<file path="config.mk">
export PLATFORM = sky130hd
export DESIGN_NAME = mpu_region_access_check
export DESIGN_NICKNAME = d
export VERILOG_FILES = /design/src/rtl/mpurac_pkg.sv /design/src/rtl/mpurac_cell.sv /design/src/rtl/mpu_region_access_check.sv
export SDC_FILE = /design/constraint.sdc
export NUM_CORES = 2
export LEC_CHECK = 0
export BUFFER_PORTS_ARGS = -buffer_cell sky130_fd_sc_hd__buf_4
export CAP_MARGIN = 10
export CORE_MARGIN = 2
export CORE_UTILIZATION = 44
export CTS_CLUSTER_SIZE = 20
export DETAILED_ROUTE_END_ITERATION = 10
export PLACE_DENSITY = 0.59
export SYNTH_ARGS = -nofsm -noshare
export SYNTH_HDL_FRONTEND = slang
export SYNTH_SLANG_ARGS = --single-unit
</file>
<file path="constraint.sdc">
create_clock -name aclk -period 7 [get_ports aclk]
set_clock_uncertainty 0.15 [all_clocks]
set_input_delay 1.4 -clock aclk [delete_from_list [all_inputs] [get_ports aclk]]
set_output_delay 1.4 -clock aclk [all_outputs]
set_load 0.01 [all_outputs]
</file>
<file path="src/rtl/mpurac_pkg.sv">
// Package for the protection-region access checker: sizes, input modes and the check token.
`timescale 1ns / 1ps

package mpurac_pkg;

    localparam int MAX_REGIONS = 8;
    localparam int ADDR_WIDTH  = 32;
    localparam int CNT_W       = $clog2(MAX_REGIONS + 1);

    // Field widths of one input item
    localparam int MODE_W  = 2;
    localparam int SLOT_W  = 3;
    localparam int FIELD_W = 32;
    localparam int PERM_W  = 8;
    localparam int COUNT_W = 8;

    // Input item kinds carried in tuser
    typedef enum logic [MODE_W-1:0] {
        MODE_WRITE = 2'd0,
        MODE_COUNT = 2'd1,
        MODE_CHECK = 2'd2
    } mode_t;

    // Access check token passed from cell to cell
    typedef struct packed {
        logic                  valid;
        logic [ADDR_WIDTH-1:0] addr;
        logic [ADDR_WIDTH:0]   aend;
        logic [PERM_W-1:0]     need;
        logic                  hit;
    } chk_t;

endpackage

</file>
<file path="src/rtl/mpurac_cell.sv">
// One region slot of the checker chain: holds the region and tests the passing access.
`timescale 1ns / 1ps

module mpurac_cell
    import mpurac_pkg::*;
(
    input  logic                  aclk,
    input  logic                  aresetn,
    input  logic                  wr_en,
    input  logic [ADDR_WIDTH-1:0] wr_base,
    input  logic [ADDR_WIDTH-1:0] wr_size,
    input  logic [PERM_W-1:0]     wr_perms,
    input  logic                  active,
    input  chk_t                  chk_i,
    output chk_t                  chk_o
);

    logic [ADDR_WIDTH-1:0] base_reg;
    logic [ADDR_WIDTH:0]   end_reg;
    logic [PERM_W-1:0]     perms_reg;
    logic                  nz_reg;
    logic                  match;
    chk_t                  chk_reg;
    chk_t                  chk_next;

    // Store the region; keep its end one bit wider so it never wraps
    always_ff @(posedge aclk) begin
        if (wr_en) begin
            base_reg  <= wr_base;
            end_reg   <= {1'b0, wr_base} + {1'b0, wr_size};
            perms_reg <= wr_perms;
        end
    end

    // Empty marker: cleared by reset, so unwritten slots never match
    always_ff @(posedge aclk) begin
        if (!aresetn) begin
            nz_reg <= 1'b0;
        end else if (wr_en) begin
            nz_reg <= (wr_size != '0);
        end
    end

    // Test permissions and containment of the access in this region
    always_comb begin
        match = active && nz_reg
             && ((perms_reg & chk_i.need) == chk_i.need)
             && (chk_i.addr >= base_reg)
             && (chk_i.aend <= end_reg);
        chk_next     = chk_i;
        chk_next.hit = chk_i.hit | (chk_i.valid & match);
    end

    // Advance the token to the next cell
    always_ff @(posedge aclk) begin
        if (!aresetn) begin
            chk_reg.valid <= 1'b0;
        end else begin
            chk_reg.valid <= chk_next.valid;
        end
        chk_reg.addr <= chk_next.addr;
        chk_reg.aend <= chk_next.aend;
        chk_reg.need <= chk_next.need;
        chk_reg.hit  <= chk_next.hit;
    end

    assign chk_o = chk_reg;

endmodule

</file>
<file path="src/rtl/mpu_region_access_check.sv">
// Top level of the protection-region access checker: stream ports, chain of region cells.
`timescale 1ns / 1ps

// Usage:
//   s_ channel: one transfer per item, kind in s_tuser (write slot, set active
//   count, check access), fields packed in s_tdata. Only a check produces a
//   result; it appears on the m_ channel as m_tdata[0] = permitted.
//   cfg_wr_en / cfg_wr_data set the enforcing bit; write it only while idle.
//   Slot writes and count writes are registered on their transfer. A check walks the chain
//   of MAX_REGIONS region cells, one cell per cycle, then passes a hold stage into the
//   output register; one check is in the chain at a time, and no further input is
//   taken while it is in flight.
//   The output register lets the next item be taken while a result waits.
//   If the receiver stalls, one finished check waits in a hold stage and all
//   further input is refused until the output register frees.
//   Reset (aresetn low, synchronous) empties all slots, clears the active count
//   and the enforcing bit, and drops any check in flight.
module mpu_region_access_check
    import mpurac_pkg::*;
(
    input  logic         aclk,
    input  logic         aresetn,
    input  logic         cfg_wr_en,
    input  logic         cfg_wr_data,
    input  logic         s_tvalid,
    output logic         s_tready,
    // s_tdata from bit 0: slot_index[3], region_base[32], region_size[32],
    // region_perms[8], region_count[8], access_addr[32], access_size[32],
    // access_perms[8], zero fill[5]
    input  logic [159:0] s_tdata,
    // s_tuser: mode[2]
    input  logic [1:0]   s_tuser,
    output logic         m_tvalid,
    input  logic         m_tready,
    // m_tdata from bit 0: permitted[1], zero fill[7]
    output logic [7:0]   m_tdata
);

    // Input field unpacking
    logic [SLOT_W-1:0]     slot_index;
    logic [ADDR_WIDTH-1:0] region_base;
    logic [ADDR_WIDTH-1:0] region_size;
    logic [PERM_W-1:0]     region_perms;
    logic [COUNT_W-1:0]    region_count;
    logic [ADDR_WIDTH-1:0] access_addr;
    logic [ADDR_WIDTH-1:0] access_size;
    logic [PERM_W-1:0]     access_perms;

    assign slot_index   = s_tdata[2:0];
    assign region_base  = ADDR_WIDTH'(s_tdata[34:3]);
    assign region_size  = ADDR_WIDTH'(s_tdata[66:35]);
    assign region_perms = s_tdata[74:67];
    assign region_count = s_tdata[82:75];
    assign access_addr  = ADDR_WIDTH'(s_tdata[114:83]);
    assign access_size  = ADDR_WIDTH'(s_tdata[146:115]);
    assign access_perms = s_tdata[154:147];

    logic                 enforcing_reg;
    logic [CNT_W-1:0]     active_count_reg;
    logic                 busy_reg;
    logic                 busy_next;
    logic                 zero_reg;
    logic                 pend_valid_reg;
    logic                 pend_hit_reg;
    logic                 m_tvalid_reg;
    logic                 permitted_reg;
    logic                 accept;
    logic                 is_check;
    logic                 out_load;
    logic [MAX_REGIONS-1:0] cell_wr;
    logic [MAX_REGIONS-1:0] cell_active;
    chk_t                 chain [MAX_REGIONS+1];

    assign accept   = s_tvalid & s_tready;
    assign is_check = (s_tuser == MODE_CHECK);
    assign s_tready = ~busy_reg;
    assign out_load = pend_valid_reg & (~m_tvalid_reg | m_tready);

    // Hold the enforcing bit
    always_ff @(posedge aclk) begin
        if (!aresetn) begin
            enforcing_reg <= 1'b0;
        end else if (cfg_wr_en) begin
            enforcing_reg <= cfg_wr_data;
        end
    end

    // Set the active count; a count above the table depth gives zero
    always_ff @(posedge aclk) begin
        if (!aresetn) begin
            active_count_reg <= '0;
        end else if (accept && s_tuser == MODE_COUNT) begin
            if (region_count > COUNT_W'(MAX_REGIONS)) begin
                active_count_reg <= '0;
            end else begin
                active_count_reg <= CNT_W'(region_count);
            end
        end
    end

    // Busy from check transfer until its result enters the output register
    always_comb begin
        busy_next = busy_reg;
        if (accept && is_check) begin
            busy_next = 1'b1;
        end else if (out_load) begin
            busy_next = 1'b0;
        end
    end

    always_ff @(posedge aclk) begin
        if (!aresetn) begin
            busy_reg <= 1'b0;
        end else begin
            busy_reg <= busy_next;
        end
    end

    // Remember a zero-size access, refused while enforcing
    always_ff @(posedge aclk) begin
        if (accept && is_check) begin
            zero_reg <= (access_size == '0);
        end
    end

    // Feed the check token into the first cell
    always_comb begin
        chain[0].valid = accept & is_check;
        chain[0].addr  = access_addr;
        chain[0].aend  = {1'b0, access_addr} + {1'b0, access_size};
        chain[0].need  = access_perms;
        chain[0].hit   = 1'b0;
    end

    // Region cells, one per slot
    for (genvar k = 0; k < MAX_REGIONS; k++) begin : g_cell
        assign cell_wr[k]     = accept && (s_tuser == MODE_WRITE)
                             && (7'(slot_index) == 7'(k));
        assign cell_active[k] = (active_count_reg > CNT_W'(k));

        mpurac_cell u_cell (
            .aclk     (aclk),
            .aresetn  (aresetn),
            .wr_en    (cell_wr[k]),
            .wr_base  (region_base),
            .wr_size  (region_size),
            .wr_perms (region_perms),
            .active   (cell_active[k]),
            .chk_i    (chain[k]),
            .chk_o    (chain[k+1])
        );
    end

    // Hold a finished check until the output register is free
    always_ff @(posedge aclk) begin
        if (!aresetn) begin
            pend_valid_reg <= 1'b0;
        end else if (chain[MAX_REGIONS].valid) begin
            pend_valid_reg <= 1'b1;
        end else if (out_load) begin
            pend_valid_reg <= 1'b0;
        end
    end

    always_ff @(posedge aclk) begin
        if (chain[MAX_REGIONS].valid) begin
            pend_hit_reg <= chain[MAX_REGIONS].hit;
        end
    end

    // Output register
    always_ff @(posedge aclk) begin
        if (!aresetn) begin
            m_tvalid_reg <= 1'b0;
        end else if (out_load) begin
            m_tvalid_reg <= 1'b1;
        end else if (m_tready) begin
            m_tvalid_reg <= 1'b0;
        end
    end

    always_ff @(posedge aclk) begin
        if (out_load) begin
            permitted_reg <= ~enforcing_reg | (~zero_reg & pend_hit_reg);
        end
    end

    assign m_tvalid = m_tvalid_reg;
    assign m_tdata  = {7'd0, permitted_reg};

endmodule
</file>
-- Word level (Yosys, flattened, before mapping)
Index checks and enable logic that the tools add are counted.
- bits in registers: 1130
- bits in latches: 0
- bits in writable memories: 0
- ROM bits: 0
- input port bits: 168
- output and inout bits: 10
- logic and storage cells: 210
- memories: 0
- $add $sub $neg: 2
- multiply operators: 0
- divide/modulo/power cells: 0
- $lt $le $gt $ge: 25
- equality and inequality tests: 17
- shift operators: 0
- muxes and demuxes: 6
- bitwise logic cells: 33
- reductions and logical operators: 50
- operator list (cell ; number):
    $le A33 B33 Y1 ; 8
    $ge A32 B32 Y1 ; 8
    $add A32 B32 Y33 ; 2
    $and A8 B8 Y8 ; 8
    $eq A8 B8 Y1 ; 8
    $logic_and A1 B1 Y1 ; 43
    $logic_not A32 Y1 ; 1
    $reduce_bool A32 Y1 ; 1
    $gt A4 B3 Y1 const B ; 4
    $and A1 B1 Y1 ; 12
    $eq A3 B3 Y1 const B ; 4
    $or A1 B1 Y1 ; 9
    $gt A4 B1 Y1 const B ; 2
    $gt A4 B2 Y1 const B ; 2
    $gt A8 B4 Y1 const B ; 1
    $eq A3 B2 Y1 const B ; 2
    $reduce_bool A2 Y1 ; 3
    $mux W1 ; 5
    $mux W4 ; 1
    $not A1 Y1 ; 4
    $eq A3 B1 Y1 const B ; 1
    $logic_not A3 Y1 ; 1
    $eq A2 B1 Y1 const B ; 1
    $eq A2 B2 Y1 const B ; 1
    $logic_not A2 Y1 ; 1

-- Logic depth before layout (Yosys ltp)
- depth after elaboration: 7
- gate-level depth with buffers: 20
- gate-level depth less buffers: 20

-- Hierarchy
From an unflattened synthesis, not the netlist that was laid out.
- cells, all modules: 5893
- area, all modules: 62262.2 um^2
- modules (own cells, without submodules) (module ; instances ; cells each ; area each (um^2) ; seq. area each (um^2)):
    mpurac_cell (g_cell[0].u_cell ...) ; 5 ; 705 ; 7539.7 ; 3713.6
    mpurac_cell (g_cell[1].u_cell ...) ; 2 ; 687 ; 7398.3 ; 3713.6
    mpurac_cell (g_cell[7].u_cell) ; 1 ; 669 ; 7329.5 ; 3713.6
    mpu_region_access_check ; 1 ; 325 ; 2437.3 ; 250.2

-- Worst setup path before layout
No wires, ideal clock.
- path kind: input -> register
- start point: input s_tvalid
- end point: register g_cell[0].u_cell.base_reg[0], enable pin
- library setup time: 599 ps
- arrival: 6834 ps
- required time: 6251 ps
- path slack: -583 ps
- cell stages on the path: 4
- buffers on the path: 0
- path through: nand2_1 -> nor3_1 -> nand2b_1 -> nor3_1
- cells in the longest elaborated chain, start to end: 3
- ends and longest elaborated chain (what ; line ; text):
    start, declared ; mpu_region_access_check.sv:25 ; input logic s_tvalid,
    $and A1 B1 Y1 ; mpu_region_access_check.sv:74 ; assign accept = s_tvalid & s_tready;
    $logic_and A1 B1 Y1 ; mpu_region_access_check.sv:137 ; assign cell_wr[k] = accept && (s_tuser == MODE_WRITE)
    $logic_and A1 B1 Y1 ; mpu_region_access_check.sv:138 ; && (7'(slot_index) == 7'(k));
    via g_cell[0].u_cell.wr_en ; mpurac_cell.sv:9 ; input logic wr_en,
    end signal, assigned ; mpurac_cell.sv:29 ; base_reg <= wr_base;
    end, declared ; mpurac_cell.sv:18 ; logic [ADDR_WIDTH-1:0] base_reg;
The timed path passes the listed nets, and every way through them passes these cells.
A chain may end at the register's enable or synchronous reset.

==> impl_metrics.py <==
metrics = {
    "critical_path": {
        "worst_r2r_path_depth": 10,
        "critical_path.max_fanout": 4,
        "timing.critical_path.slowest_cell_delay_ns": 0.55,
        "ff2ff_setup_slack_ns": 3.31,
        "worst_path_most_repeated_cell": "o21ai_0",
        "crit_path_cell_trace": "buf_4, ha_1, o21ai_1, o21ai_1, or4b_1, nand2_1, and2_1, o21ai_0, a21boi_0, o21ai_0, a2bb2oi_1, ha_1, nand4_1, nor4_1, a21oi_1, o211ai_1, a21oi_1, nor3_1, o21ai_0, o211ai_1, a221oi_1",
        "r2r-end": "g_cell[7].u_cell.chk_o[0]",
        "critical-path-slowest-cell": "or4b_1",
        "timing.critical_path.arrival_ns": 5.58,
        "worstPathRequired_ns": 7.42,
        "start_kind": "input port",
        "worstReg2RegStart": "g_cell[7].u_cell.base_reg[0]",
        "timing.critical_path.to_type": "register",
        "critical_path_class": "in2reg",
    },
    "grt": {
        "number_of_global_route_vias_before_repair": 26786,
        "total_routing_usage_reported_by_global_routing_pct": 18.73,
        "grt_start_max_net_pins": 69,
        "grt_antenna_before_repair": 6,
        "grt_overflow_total": 0,
        "grt_first_pass_wirelength_um": 151100,
    },
    "floorplanning": {
        "floorplan.initialDensity_pct": 44.24,
        "chipHeight_um": 326.1,
        "core.rowCount": 118,
        "ios": 178,
        "die_area_um2": 106400,
        "die-width_um": 326.1,
        "core_area_um2": 103200,
    },
    "logic_synthesis": {
        "share_of_async_settable_or_async_resettable_flops_after_synthesis_pct": 0,
        "dominantRegCellSynth": "edfxtp_1",
        "most_numerous_cell_in_the_yosys_netlist": "inv_1",
        "synth_edf_count": 587,
        "ys_warn_count": 0,
        "netlist_area_before_placement_um2": 45660,
        "synth_seq_cells": 1130,
        "ys_types": 72,
        "syn_avg_cell_area_um2": 12.91,
        "postSynthCellCount": 3536,
        "largest_area_contributor_in_the_synthesized_netlist": "edfxtp_1",
        "synthTopCellsByArea": "edfxtp_1 (39%), dfxtp_1 (24%), ha_1 (16%)",
        "seq_area_frac_synth_pct": 62.41,
        "synth_top_area_share_pct": 38.60,
        "most_used_standard_cells_in_the_synthesized_netlist": "inv_1 (609), edfxtp_1 (587), ha_1 (584)",
    },
    "clock_tree": {
        "worstSkewPairLatency_ns": 0.68,
        "tritoncts": "built",
        "clkSlewWorstSetupHoldPaths_ns": 0.06,
        "ctsHtreeMaxLevel": 3,
        "clock_tree.buffer_depth": 3,
        "number_of_clock_buffers_inserted_by_tritoncts": 112,
        "cts_setup_buffers": 0,
        "clock_sink_count": 1130,
        "post_cts_hold_buffer_count": 0,
        "clockRootBuffer": "clkbuf_16",
        "post_cts_resize_count": 0,
    },
    "sta": {
        "grt_setup_unrepaired": "no",
        "tightest_slew_ns": 1.088,
        "min_period_over_period_pct": 73.77,
        "finalHoldViolCount": 0,
        "fmax_mhz": 193.6,
        "final_max_slew_violation_count": 0,
        "fin_worst_hold_slack_ns": 0.1983,
        "period_needed_ns": 5.164,
        "tns_ns": 0,
        "setup_viol_count_final": 0,
        "setup_slack_ns": 1.836,
        "slew-limit-headroom_pct": 27.47,
    },
    "cells_and_area": {
        "largest_register_ffs": 527,
        "area_overhead_vs_synth_pct": 15.25,
        "util_after_layout_pct": 50.99,
        "final_net_count": 4577,
        "layout-drive-gt1-share_pct": 9.816,
    },
    "min_path": {
        "hold_path_sink": "g_cell[3].u_cell.chk_o[42]",
        "min-delay-path-class": "reg2reg",
        "timing.hold.worst.start": "g_cell[2].u_cell.chk_o[42]",
        "number_of_cells_traversed_by_the_worst_hold_path": 0,
    },
    "placed_design": {
        "gp_routability_congestion": 0.8806,
        "worst_setup_slack_before_clock_tree_synthesis_ns": 1.176,
        "port_buffers": 165,
        "post-dp-hpwl_um": 77360,
    },
    "drt": {
        "route.vias.total": 26153,
        "drt-wirelength-per-cell_um": 18.60,
        "drcViolationCount": 0,
        "totalWireLength_um": 98630,
        "dr.pass1.iters": 5,
        "initialDrtViolationCount": 1186,
        "drtAntennaViolNets": 0,
        "route.detailed.vias_per_inst": 4.932,
    },
    "flow_run": {
        "drv.max_cap_violation_count": 0,
    },
    "power_and_ir_drop": {
        "power_density_over_the_cells_nw_per_um2": 291.3,
        "total_leakage_power_uw": 0.02363,
        "power.total_uw": 15330,
        "max-vdd-ir-drop_uv": 227.6,
    },
    "run_status": {
        "run_status": "completed",
    },
}
## per-stage QoR
stage / cells / instance area [um^2]
floorplan: 3542 / 45690
global placement: 5089 / 48750
detailed placement: 5089 / 48750
CTS: 5302 / 52620
global route: 5303 / 52620
finish: 5303 / 52620
## cell type report
| class | count | area [um^2] |
|---|---|---|
| Antenna cell | 1 | 2.502 |
| Multi-Input combinational cell | 1789 | 14880 |
| Tap cell | 1380 | 1727 |
| Timing Repair Buffer | 181 | 1359 |
| Fill cell | 8836 | 50580 |
| Inverter | 609 | 2286 |
| Clock inverter | 67 | 827.0 |
| Clock buffer | 146 | 3042 |
| Sequential cell | 1130 | 28500 |
## critical path, delay by kind of cell
family,cells,cell delay [ns]
AOI/OAI and AO/OA,12,2.25
adders and majority gates,2,0.62
buffers and inverters,1,0.13
and+or+nand+nor,6,1.19
## cells by family after synthesis
logic type / Yosys count / share of synthesized area (%)
flops: 1130 / 62.41
compound gates: 673 / 9.750
buf+inv: 623 / 5.190
fa+ha+maj: 586 / 16.09
simple gates: 467 / 5.470
xor+xnor: 54 / 1.036
mux: 2 / 0.04385
other cells: 1 / 0.008213
## cells in the final DEF, fill, tap and decap left out, types with 87 or more instances in the layout
cell type,n
ha_1,584
o21ai_0,96
a21o_1,195
nor2_1,87
inv_1,609
a21oi_1,184
dfxtp_1,543
edfxtp_1,587
clkbuf_16,113
nand4_1,104
buf_4,181
## per-layer routing
layer,GRT usage [%],share of wire [%],up-vias
met1,25.03,46,12343
met2,30.77,46,455
li1,-,-,13183
met4,7.574,3.8,0
met3,2.588,4.5,172
met5,0,0,-
## worst max-delay path by stage
stage | end | slack [ns] | cells after the start | from
global placement | g_cell[0].u_cell.chk_o[0] | 1.18 | 21 | s_tdata[85]
floorplan | g_cell[7].u_cell.base_reg[0] | 1.42 | 4 | s_tvalid
detailed placement | g_cell[0].u_cell.chk_o[0] | 1.18 | 21 | s_tdata[85]
global route | g_cell[0].u_cell.chk_o[0] | 1.45 | 21 | s_tdata[85]
finish | g_cell[0].u_cell.chk_o[0] | 1.84 | 21 | s_tdata[85]
CTS | g_cell[0].u_cell.chk_o[0] | 1.87 | 21 | s_tdata[85]
## where the power goes
group | switching, uW | internal, uW
Sequential | 209 | 7450
Clock | 2500 | 3700
Combinational | 868 | 603
Total | 3570 | 11800
Note: power is estimated with default switching activity, not from simulation.
